<file path="config.mk">
export PLATFORM = sky130hd
export DESIGN_NAME = mono_glyph_expand_to_framebuffer_top
export DESIGN_NICKNAME = d
export VERILOG_FILES = /design/src/hw/rtl/mgx_pkg.sv /design/src/hw/rtl/mgx_front.sv /design/src/hw/rtl/mgx_fifo.sv /design/src/hw/rtl/mgx_back.sv /design/src/hw/rtl/mono_glyph_expand_to_framebuffer_top.sv
export SDC_FILE = /design/constraint.sdc
export NUM_CORES = 1
export LEC_CHECK = 0
export ABC_AREA = 1
export BUFFER_PORTS_ARGS = -buffer_cell sky130_fd_sc_hd__buf_4
export CORE_AREA = 3 3 220 201
export CTS_CLUSTER_DIAMETER = 150
export DETAILED_ROUTE_END_ITERATION = 8
export DIE_AREA = 0 0 223 204
export PLACE_DENSITY = 0.7
export SLEW_MARGIN = 20
export SYNTH_ARGS = -nofsm -noshare
export SYNTH_HDL_FRONTEND = slang
export SYNTH_HIERARCHICAL = 1
export SYNTH_SLANG_ARGS = --single-unit
export TNS_END_PERCENT = 10
</file>
<file path="constraint.sdc">
create_clock -name clk -period 5.6 [get_ports clk]
set_input_delay 0.28 -clock clk [delete_from_list [all_inputs] [get_ports clk]]
set_output_delay 0.28 -clock clk [all_outputs]
set_load 0.02 [all_outputs]
</file>
<file path="src/hw/rtl/mgx_pkg.sv">
// Shared types, constants and helpers for the mono glyph expander.
package mgx_pkg;

  localparam int COORD_BITS = 12;
  localparam int DIM_BITS   = 8;
  localparam int LB_W       = 15;
  localparam int COLOR_W    = 32;
  localparam int OFF_W      = 26;
  localparam int COL_W      = DIM_BITS + 3;
  localparam int XB_W       = ((COORD_BITS > COL_W) ? COORD_BITS : COL_W) + 1;
  localparam int PROD_W     = COORD_BITS + LB_W;
  localparam int CFG_IDX_W  = 2;

  // Configuration register indexes
  localparam logic [CFG_IDX_W-1:0] CFG_BPP_MODE   = 2'd0;
  localparam logic [CFG_IDX_W-1:0] CFG_LINE_BYTES = 2'd1;
  localparam logic [CFG_IDX_W-1:0] CFG_FG_COLOR   = 2'd2;

  // Pixel modes
  localparam logic [1:0] MODE_8BPP  = 2'd0;
  localparam logic [1:0] MODE_16BPP = 2'd1;
  localparam logic [1:0] MODE_32BPP = 2'd2;
  localparam logic [1:0] MODE_NONE  = 2'd3;

  // Request kinds
  localparam logic REQ_START = 1'b0;
  localparam logic REQ_BYTE  = 1'b1;

  localparam logic [LB_W-1:0]    LINE_BYTES_RST = 15'd3200;
  localparam logic [COLOR_W-1:0] FG_COLOR_RST   = 32'hffff_ffff;

  typedef struct packed {
    logic [1:0]         bpp_mode;
    logic [LB_W-1:0]    line_bytes;
    logic [COLOR_W-1:0] fg_color;
  } cfg_t;

  // One byte's worth of work: bit k set means column k (leftmost = 0) is written
  typedef struct packed {
    logic [7:0]       mask;
    logic [OFF_W-1:0] row_off;
    logic [XB_W-1:0]  xbase;
  } job_t;

  function automatic logic [COLOR_W-1:0] fmt_color(input logic [1:0] mode,
                                                   input logic [COLOR_W-1:0] c);
    logic [COLOR_W-1:0] res;
    res = c;
    case (mode)
      MODE_8BPP:  res = {24'd0, c[7:0]};
      MODE_16BPP: res = {16'd0, c[23:19], c[15:10], c[7:3]};
      default:    res = c;
    endcase
    return res;
  endfunction

endpackage

</file>
<file path="src/hw/rtl/mgx_front.sv">
// Front end: accepts start and byte beats, tracks glyph position, builds jobs.
module mgx_front
  import mgx_pkg::*;
(
  input  logic                  clk,
  input  logic                  rst,
  input  cfg_t                  cfg,
  input  logic                  in_valid,
  output logic                  in_ready,
  input  logic                  req_type,
  input  logic [COORD_BITS-1:0] glyph_x,
  input  logic [COORD_BITS-1:0] glyph_y,
  input  logic [DIM_BITS-1:0]   glyph_width,
  input  logic [DIM_BITS-1:0]   glyph_rows,
  input  logic [DIM_BITS-1:0]   row_pitch,
  input  logic [7:0]            bitmap_byte,
  input  logic                  q_full,
  output logic                  q_push,
  output job_t                  q_job
);

  logic [COORD_BITS-1:0] origin_x;
  logic [COORD_BITS-1:0] row_y;
  logic [DIM_BITS-1:0]   width_px;
  logic [DIM_BITS-1:0]   rows_left;
  logic [DIM_BITS-1:0]   pitch_bytes;
  logic [DIM_BITS-1:0]   byte_in_row;

  logic                  accept;
  logic [DIM_BITS:0]     need_sum;
  logic [DIM_BITS-1:0]   need;
  logic [DIM_BITS-1:0]   pitch_next;
  logic [COL_W-1:0]      base_col;
  logic [7:0]            mask;
  logic [PROD_W-1:0]     prod;
  logic [DIM_BITS-1:0]   bir_inc;

  assign in_ready = !q_full;
  assign accept   = in_valid && in_ready;

  // Start: minimum pitch is ceil(width/8)
  assign need_sum   = {1'b0, glyph_width} + (DIM_BITS+1)'(7);
  assign need       = DIM_BITS'(need_sum >> 3);
  assign pitch_next = (row_pitch < need) ? need : row_pitch;

  // Columns covered by this byte that are set and inside the glyph
  assign base_col = {byte_in_row, 3'b000};
  always_comb begin
    for (int k = 0; k < 8; k++) begin
      mask[k] = bitmap_byte[7-k] && ((base_col + COL_W'(k)) < COL_W'(width_px));
    end
  end

  assign prod = PROD_W'(row_y) * PROD_W'(cfg.line_bytes);

  assign q_job.mask    = mask;
  assign q_job.row_off = OFF_W'(prod);
  assign q_job.xbase   = XB_W'(origin_x) + XB_W'(base_col);

  assign q_push = accept && (req_type == REQ_BYTE) && (rows_left != '0) &&
                  (cfg.bpp_mode != MODE_NONE) && (mask != '0);

  assign bir_inc = byte_in_row + DIM_BITS'(1);

  // Glyph state
  always_ff @(posedge clk) begin
    if (rst) begin
      origin_x    <= '0;
      row_y       <= '0;
      width_px    <= '0;
      rows_left   <= '0;
      pitch_bytes <= '0;
      byte_in_row <= '0;
    end else if (accept) begin
      if (req_type == REQ_START) begin
        origin_x    <= glyph_x;
        row_y       <= glyph_y;
        width_px    <= glyph_width;
        pitch_bytes <= pitch_next;
        rows_left   <= (pitch_next == '0) ? '0 : glyph_rows;
        byte_in_row <= '0;
      end else if (rows_left != '0) begin
        if (bir_inc >= pitch_bytes) begin
          byte_in_row <= '0;
          row_y       <= row_y + COORD_BITS'(1);
          rows_left   <= rows_left - DIM_BITS'(1);
        end else begin
          byte_in_row <= bir_inc;
        end
      end
    end
  end

endmodule

</file>
<file path="src/hw/rtl/mgx_fifo.sv">
// Two-entry job queue between front and back ends.
module mgx_fifo
  import mgx_pkg::*;
(
  input  logic clk,
  input  logic rst,
  input  logic push,
  input  job_t push_job,
  output logic full,
  input  logic pop,
  output logic not_empty,
  output job_t pop_job
);

  job_t       mem [2];
  logic       wptr;
  logic       rptr;
  logic [1:0] count;

  assign full      = (count == 2'd2);
  assign not_empty = (count != 2'd0);
  assign pop_job   = mem[rptr];

  always_ff @(posedge clk) begin
    if (push) begin
      mem[wptr] <= push_job;
    end
  end

  // Pointers and occupancy
  always_ff @(posedge clk) begin
    if (rst) begin
      wptr  <= 1'b0;
      rptr  <= 1'b0;
      count <= 2'd0;
    end else begin
      if (push) wptr <= !wptr;
      if (pop)  rptr <= !rptr;
      case ({push, pop})
        2'b10:   count <= count + 2'd1;
        2'b01:   count <= count - 2'd1;
        default: count <= count;
      endcase
    end
  end

endmodule

</file>
<file path="src/hw/rtl/mgx_back.sv">
// Back end: walks each job's set columns; a write beat a cycle if not stalled.
module mgx_back
  import mgx_pkg::*;
(
  input  logic               clk,
  input  logic               rst,
  input  cfg_t               cfg,
  input  logic               q_not_empty,
  input  job_t               q_job,
  output logic               q_pop,
  output logic               out_valid,
  input  logic               out_ready,
  output logic [OFF_W-1:0]   pixel_offset,
  output logic [COLOR_W-1:0] pixel_data,
  output logic [1:0]         write_size,
  output logic               last_write
);

  logic             cur_valid;
  job_t             cur;
  logic             step;
  logic             done;
  logic [2:0]       k;
  logic [7:0]       mask_rest;
  logic [XB_W-1:0]  x;
  logic [XB_W+1:0]  x_bytes;
  logic             load;

  // Leftmost remaining column
  always_comb begin
    k = 3'd0;
    for (int i = 7; i >= 0; i--) begin
      if (cur.mask[i]) k = 3'(i);
    end
  end

  assign mask_rest = cur.mask & (cur.mask - 8'd1);
  assign done      = (mask_rest == '0);
  assign step      = cur_valid && (!out_valid || out_ready);
  assign load      = (!cur_valid || (step && done)) && q_not_empty;
  assign q_pop     = load;

  assign x = cur.xbase + XB_W'(k);
  always_comb begin
    case (cfg.bpp_mode)
      MODE_8BPP:  x_bytes = {2'b00, x};
      MODE_16BPP: x_bytes = {1'b0, x, 1'b0};
      default:    x_bytes = {x, 2'b00};
    endcase
  end

  // Current job
  always_ff @(posedge clk) begin
    if (rst) begin
      cur_valid <= 1'b0;
    end else if (load) begin
      cur_valid <= 1'b1;
    end else if (step && done) begin
      cur_valid <= 1'b0;
    end
  end

  always_ff @(posedge clk) begin
    if (load) begin
      cur <= q_job;
    end else if (step) begin
      cur.mask <= mask_rest;
    end
  end

  // Output register
  always_ff @(posedge clk) begin
    if (rst) begin
      out_valid <= 1'b0;
    end else if (step) begin
      out_valid <= 1'b1;
    end else if (out_ready) begin
      out_valid <= 1'b0;
    end
  end

  always_ff @(posedge clk) begin
    if (step) begin
      pixel_offset <= cur.row_off + OFF_W'(x_bytes);
      pixel_data   <= fmt_color(cfg.bpp_mode, cfg.fg_color);
      write_size   <= cfg.bpp_mode;
      last_write   <= done;
    end
  end

endmodule

</file>
<file path="src/hw/rtl/mono_glyph_expand_to_framebuffer_top.sv">
// Top level of the mono glyph expander: config registers, front, queue, back.
//
// Usage: write bpp_mode, line_bytes and fg_color on the cfg channel (index 0..2)
// while the block is idle; cfg_ready is always high. Then send a start beat
// (req_type 0) with glyph geometry, followed by bitmap byte beats (req_type 1)
// in row order. Each byte yields up to eight write beats on the out channel,
// one per set in-width column, left to right; last_write marks the final one.
// The first write of a byte passes the job queue, the current-job register and
// the output register before it appears on the out channel.
// Throughput: the back end emits one write beat per cycle while the receiver
// accepts, one beat per set pixel of a byte; bytes with no writes take none of
// the back end's time. The input side is paced by the two-entry job queue.
// Reset: config returns to 32 bpp, 3200 bytes per line, white; no glyph active.
// When the receiver stalls, the output register holds its beat, the back end
// waits, and once the queue fills in_ready drops.
module mono_glyph_expand_to_framebuffer_top
  import mgx_pkg::*;
(
  input  logic                  clk,
  input  logic                  rst,
  input  logic                  cfg_valid,
  output logic                  cfg_ready,
  input  logic [CFG_IDX_W-1:0]  cfg_index,
  input  logic [COLOR_W-1:0]    cfg_data,
  input  logic                  in_valid,
  output logic                  in_ready,
  input  logic                  req_type,
  input  logic [COORD_BITS-1:0] glyph_x,
  input  logic [COORD_BITS-1:0] glyph_y,
  input  logic [DIM_BITS-1:0]   glyph_width,
  input  logic [DIM_BITS-1:0]   glyph_rows,
  input  logic [DIM_BITS-1:0]   row_pitch,
  input  logic [7:0]            bitmap_byte,
  output logic                  out_valid,
  input  logic                  out_ready,
  output logic [OFF_W-1:0]      pixel_offset,
  output logic [COLOR_W-1:0]    pixel_data,
  output logic [1:0]            write_size,
  output logic                  last_write
);

  cfg_t cfg;
  logic q_full;
  logic q_push;
  job_t q_in;
  logic q_pop;
  logic q_not_empty;
  job_t q_out;

  assign cfg_ready = 1'b1;

  // Configuration registers
  always_ff @(posedge clk) begin
    if (rst) begin
      cfg.bpp_mode   <= MODE_32BPP;
      cfg.line_bytes <= LINE_BYTES_RST;
      cfg.fg_color   <= FG_COLOR_RST;
    end else if (cfg_valid && cfg_ready) begin
      case (cfg_index)
        CFG_BPP_MODE:   cfg.bpp_mode   <= cfg_data[1:0];
        CFG_LINE_BYTES: cfg.line_bytes <= cfg_data[LB_W-1:0];
        CFG_FG_COLOR:   cfg.fg_color   <= cfg_data;
        default:        ;
      endcase
    end
  end

  mgx_front u_front (
    .clk         (clk),
    .rst         (rst),
    .cfg         (cfg),
    .in_valid    (in_valid),
    .in_ready    (in_ready),
    .req_type    (req_type),
    .glyph_x     (glyph_x),
    .glyph_y     (glyph_y),
    .glyph_width (glyph_width),
    .glyph_rows  (glyph_rows),
    .row_pitch   (row_pitch),
    .bitmap_byte (bitmap_byte),
    .q_full      (q_full),
    .q_push      (q_push),
    .q_job       (q_in)
  );

  mgx_fifo u_fifo (
    .clk       (clk),
    .rst       (rst),
    .push      (q_push),
    .push_job  (q_in),
    .full      (q_full),
    .pop       (q_pop),
    .not_empty (q_not_empty),
    .pop_job   (q_out)
  );

  mgx_back u_back (
    .clk          (clk),
    .rst          (rst),
    .cfg          (cfg),
    .q_not_empty  (q_not_empty),
    .q_job        (q_out),
    .q_pop        (q_pop),
    .out_valid    (out_valid),
    .out_ready    (out_ready),
    .pixel_offset (pixel_offset),
    .pixel_data   (pixel_data),
    .write_size   (write_size),
    .last_write   (last_write)
  );

endmodule
</file>
==> impl_metrics.json <==
{
  "cts_tree": "done",
  "status": "finished, final reports clean",
  "ios": 160,
  "ys_types": 53,
  "synth.avg_cell_area_um2": 8.909,
  "clock_sinks": 314,
  "initial_core_util_pct": 50.12,
  "worst_slew_pin_slew_ps": 1011,
  "final_nets": 2860,
  "final_layout_size_suffix_gt1_share_pct": 13.98,
  "cts-buffers-inserted": 36,
  "ys_seq_area_share_pct": 39.62,
  "leakage_nw": 11.77,
  "grtUsageMet3_pct": 3.863,
  "end_kind": "register",
  "grt_first_pass_wirelength_mm": 79.99,
  "drcViolationCount": 0,
  "slew_violations": 0,
  "path_depth": 18,
  "global_route.usage.met2_pct": 35.80,
  "post_drt_wl_per_cell_um": 15.71,
  "port_buffers": 158,
  "fp.coreArea_um2": 41840,
  "antenna_found_initial": 1,
  "crit_path_top_delay_cell": "dfxtp_1",
  "hold_violations": 0,
  "final.setup.tns_ps": 0,
  "synthFlopType": "edfxtp_1",
  "powerDensity_nw_per_um2": 538.4,
  "post-place-ws_ps": 177.7,
  "area_delta_synth_final_pct": 15.23,
  "drtAntennaViolNets": 0,
  "setup_slack_ps": 359.9,
  "setup_viol": 0,
  "crit_chain": "nand2_1 -> inv_1 -> fa_1 -> fa_1 -> fa_1 -> fa_1 -> inv_1 -> fa_1 -> inv_1 -> ha_1 -> a21oi_1 -> o21ai_0 -> a21o_1 -> a21oi_1 -> o21ai_0 -> nand3_1 -> nand2_1 -> xor2_1",
  "num-fill-cells": 3657,
  "dr.pass1.iters": 5,
  "worstHoldStart": "cfg_data[27]",
  "grt_usage_pct": 21.64,
  "async_reset_ff_share_pct": 0,
  "synth_top_cell_area_share_pct": 28.92,
  "crit_path_max_incr_delay_ps": 640,
  "crit_arrival_ps": 5520,
  "crit_fanout": 13,
  "synth_seq_cells": 314,
  "crit_buf_inv": 3,
  "dieWidth_um": 223,
  "gp_congestion": 0.9112,
  "cp-start-kind": "register",
  "max_cap_viol_count": 0,
  "ir_drop_mv": 0.3619,
  "synthCells": 2354,
  "synth_most_common_cell": "nand2_1",
  "cts.htree.levels": 2,
  "dieArea_um2": 45490,
  "synth_common_cells": "nand2_1, inv_1, edfxtp_1",
  "clock_latency_ps": 560,
  "grt_use_met1_pct": 29.12,
  "path_delay_family": "adder cells",
  "clock_skew_ps": 30.69,
  "fmax_mhz": 190.8,
  "drt_wl_total_mm": 48.59,
  "worst_r2r_path_depth": 18,
  "vias": 15850,
  "rows": 71,
  "die_h_um": 204,
  "rsz0062_at_grt": "false",
  "synth_warnings": 6,
  "worstSetupPathType": "register to register",
  "grt_max_degree": 62,
  "clk_pin_slew_worst_paths_ps": 60,
  "hold_path_class": "input pin to register",
  "syn_nets": 2696,
  "crit_required_ps": 5880,
  "root_buffer": "clkbuf_16",
  "post-dp-hpwl_mm": 36.62,
  "drt_iter0_drc": 1200,
  "r2r-start": "cfg[35]",
  "clockBufferDepth": 3,
  "n_antenna_cell": 0,
  "power_mw": 13.01,
  "timing.hold.worst_path_depth": 3,
  "crit_top_cell": "fa_1",
  "busiest_layer": "met2",
  "max-slew-margin-rel_pct": 32.53,
  "period_minus_slack_ps": 5240,
  "critPathLaunch": "cfg[35]",
  "grt_pass1_vias": 15960,
  "whs_ps": 19.74,
  "min_period_over_period_pct": 93.57,
  "grt-ovfl-total": 0,
  "synth_top_area_cell": "edfxtp_1",
  "avgViaCountPerCell": 5.123,
  "synth_area_leaders": "edfxtp_1, fa_1, dfxtp_1",
  "netlist_area_um2": 20970,
  "synth_edf_count": 202
}
==> registers in the layout (all words and copies together) (netlist names), 2 cells and up, named ones only <==
register / cells
u_fifo/mem: 94
cfg: 49
u_back/cur: 47
u_back/pixel_data: 32
u_back/pixel_offset: 26
u_front/origin_x: 12
u_front/row_y: 12
u_front/byte_in_row: 8
u_front/pitch_bytes: 8
u_front/rows_left: 8
u_front/width_px: 8
u_back/write_size: 2
u_fifo/count: 2
==> timing repair <==
| item | in CTS | in global routing |
|---|---|---|
| endpoints found under the hold margin | 28 | 0 |
| setup buffers | 0 | 0 |
| setup endpoints to repair | 0 | 14 |
| gates resized for setup | 0 | 11 |
| hold buffers | 27 | 0 |
==> layout by cell type (no fill, tap or decap), types with 30 or more instances in the layout <==
cell	instances
a21oi_1	88
buf_4	195
clkbuf_16	37
dfxtp_1	101
edfxtp_1	202
fa_1	132
ha_1	114
inv_1	430
mux2_4	30
nand2_1	530
nand3_1	110
nand4_1	41
nor2_1	165
o21ai_0	86
xor2_1	53
==> cells by family after synthesis <==
| family | count (synthesis) | share of synthesized area [%] |
|---|---|---|
| flops | 314 | 39.62 |
| other cells | 1 | 0.01788 |
| xor+xnor | 73 | 3.085 |
| buf+inv | 531 | 10.05 |
| simple gates | 904 | 18.21 |
| mux | 47 | 3.061 |
| compound gates | 238 | 6.557 |
| fa+ha+maj | 246 | 19.40 |
==> power breakdown <==
group          leakage [nW]  internal (mW)  switching [mW]  total (mW)
Clock                 0.602           1.43           0.964        2.40
Combinational          8.38           2.45            4.07        6.52
Sequential             2.78           3.59           0.499        4.09
==> stage by stage <==
step	std cells	util, %	instance area [um^2]
2_1_floorplan	2354	-	20970
3_3_place_gp	3000	54.14	22650
3_5_place_dp	3000	54.14	22650
4_1_cts	3093	57.71	24150
5_1_grt	3093	57.76	24170
6_report	3093	57.76	24170
==> worst register-to-register path, stage by stage (launching register included) <==
cell and delay (ps):
dfxtp_1 640, nand2_1 110, inv_1 90, fa_1 440, fa_1 520, fa_1 540
fa_1 550, inv_1 50, fa_1 520, inv_1 40, ha_1 360, a21oi_1 210
o21ai_0 110, a21o_1 160, a21oi_1 170, o21ai_0 160, nand3_1 100, nand2_1 60
xor2_1 150
==> cell type report <==
cell class	instances	area (um^2)	share of cell area, %
Multi-Input combinational cell	1509	10570	43.74
Timing Repair Buffer	222	1734	7.176
Sequential cell	314	8322	34.44
Clock inverter	18	206.4	0.8543
Tap cell	547	684.4	2.832
Clock buffer	48	1017	4.209
Inverter	435	1633	6.757
==> final timing paths <==
path | endpoint | slack (ps)
max | u_fifo/mem[1][31] | 360
min | cfg[27] | 20
max reg2reg | u_fifo/mem[1][31] | 360
min reg2reg | cfg[30] | 460
==> routing by layer <==
layer	share of wire [%]	wire (um)	vias to the layer above
met4	2.7	1332	0
met3	6.5	3147	90
met5	0	0	-
met1	45	21650	7481
li1	-	-	7804
met2	46	22460	470
No activity file was read; power rests on OpenSTA's default activity.
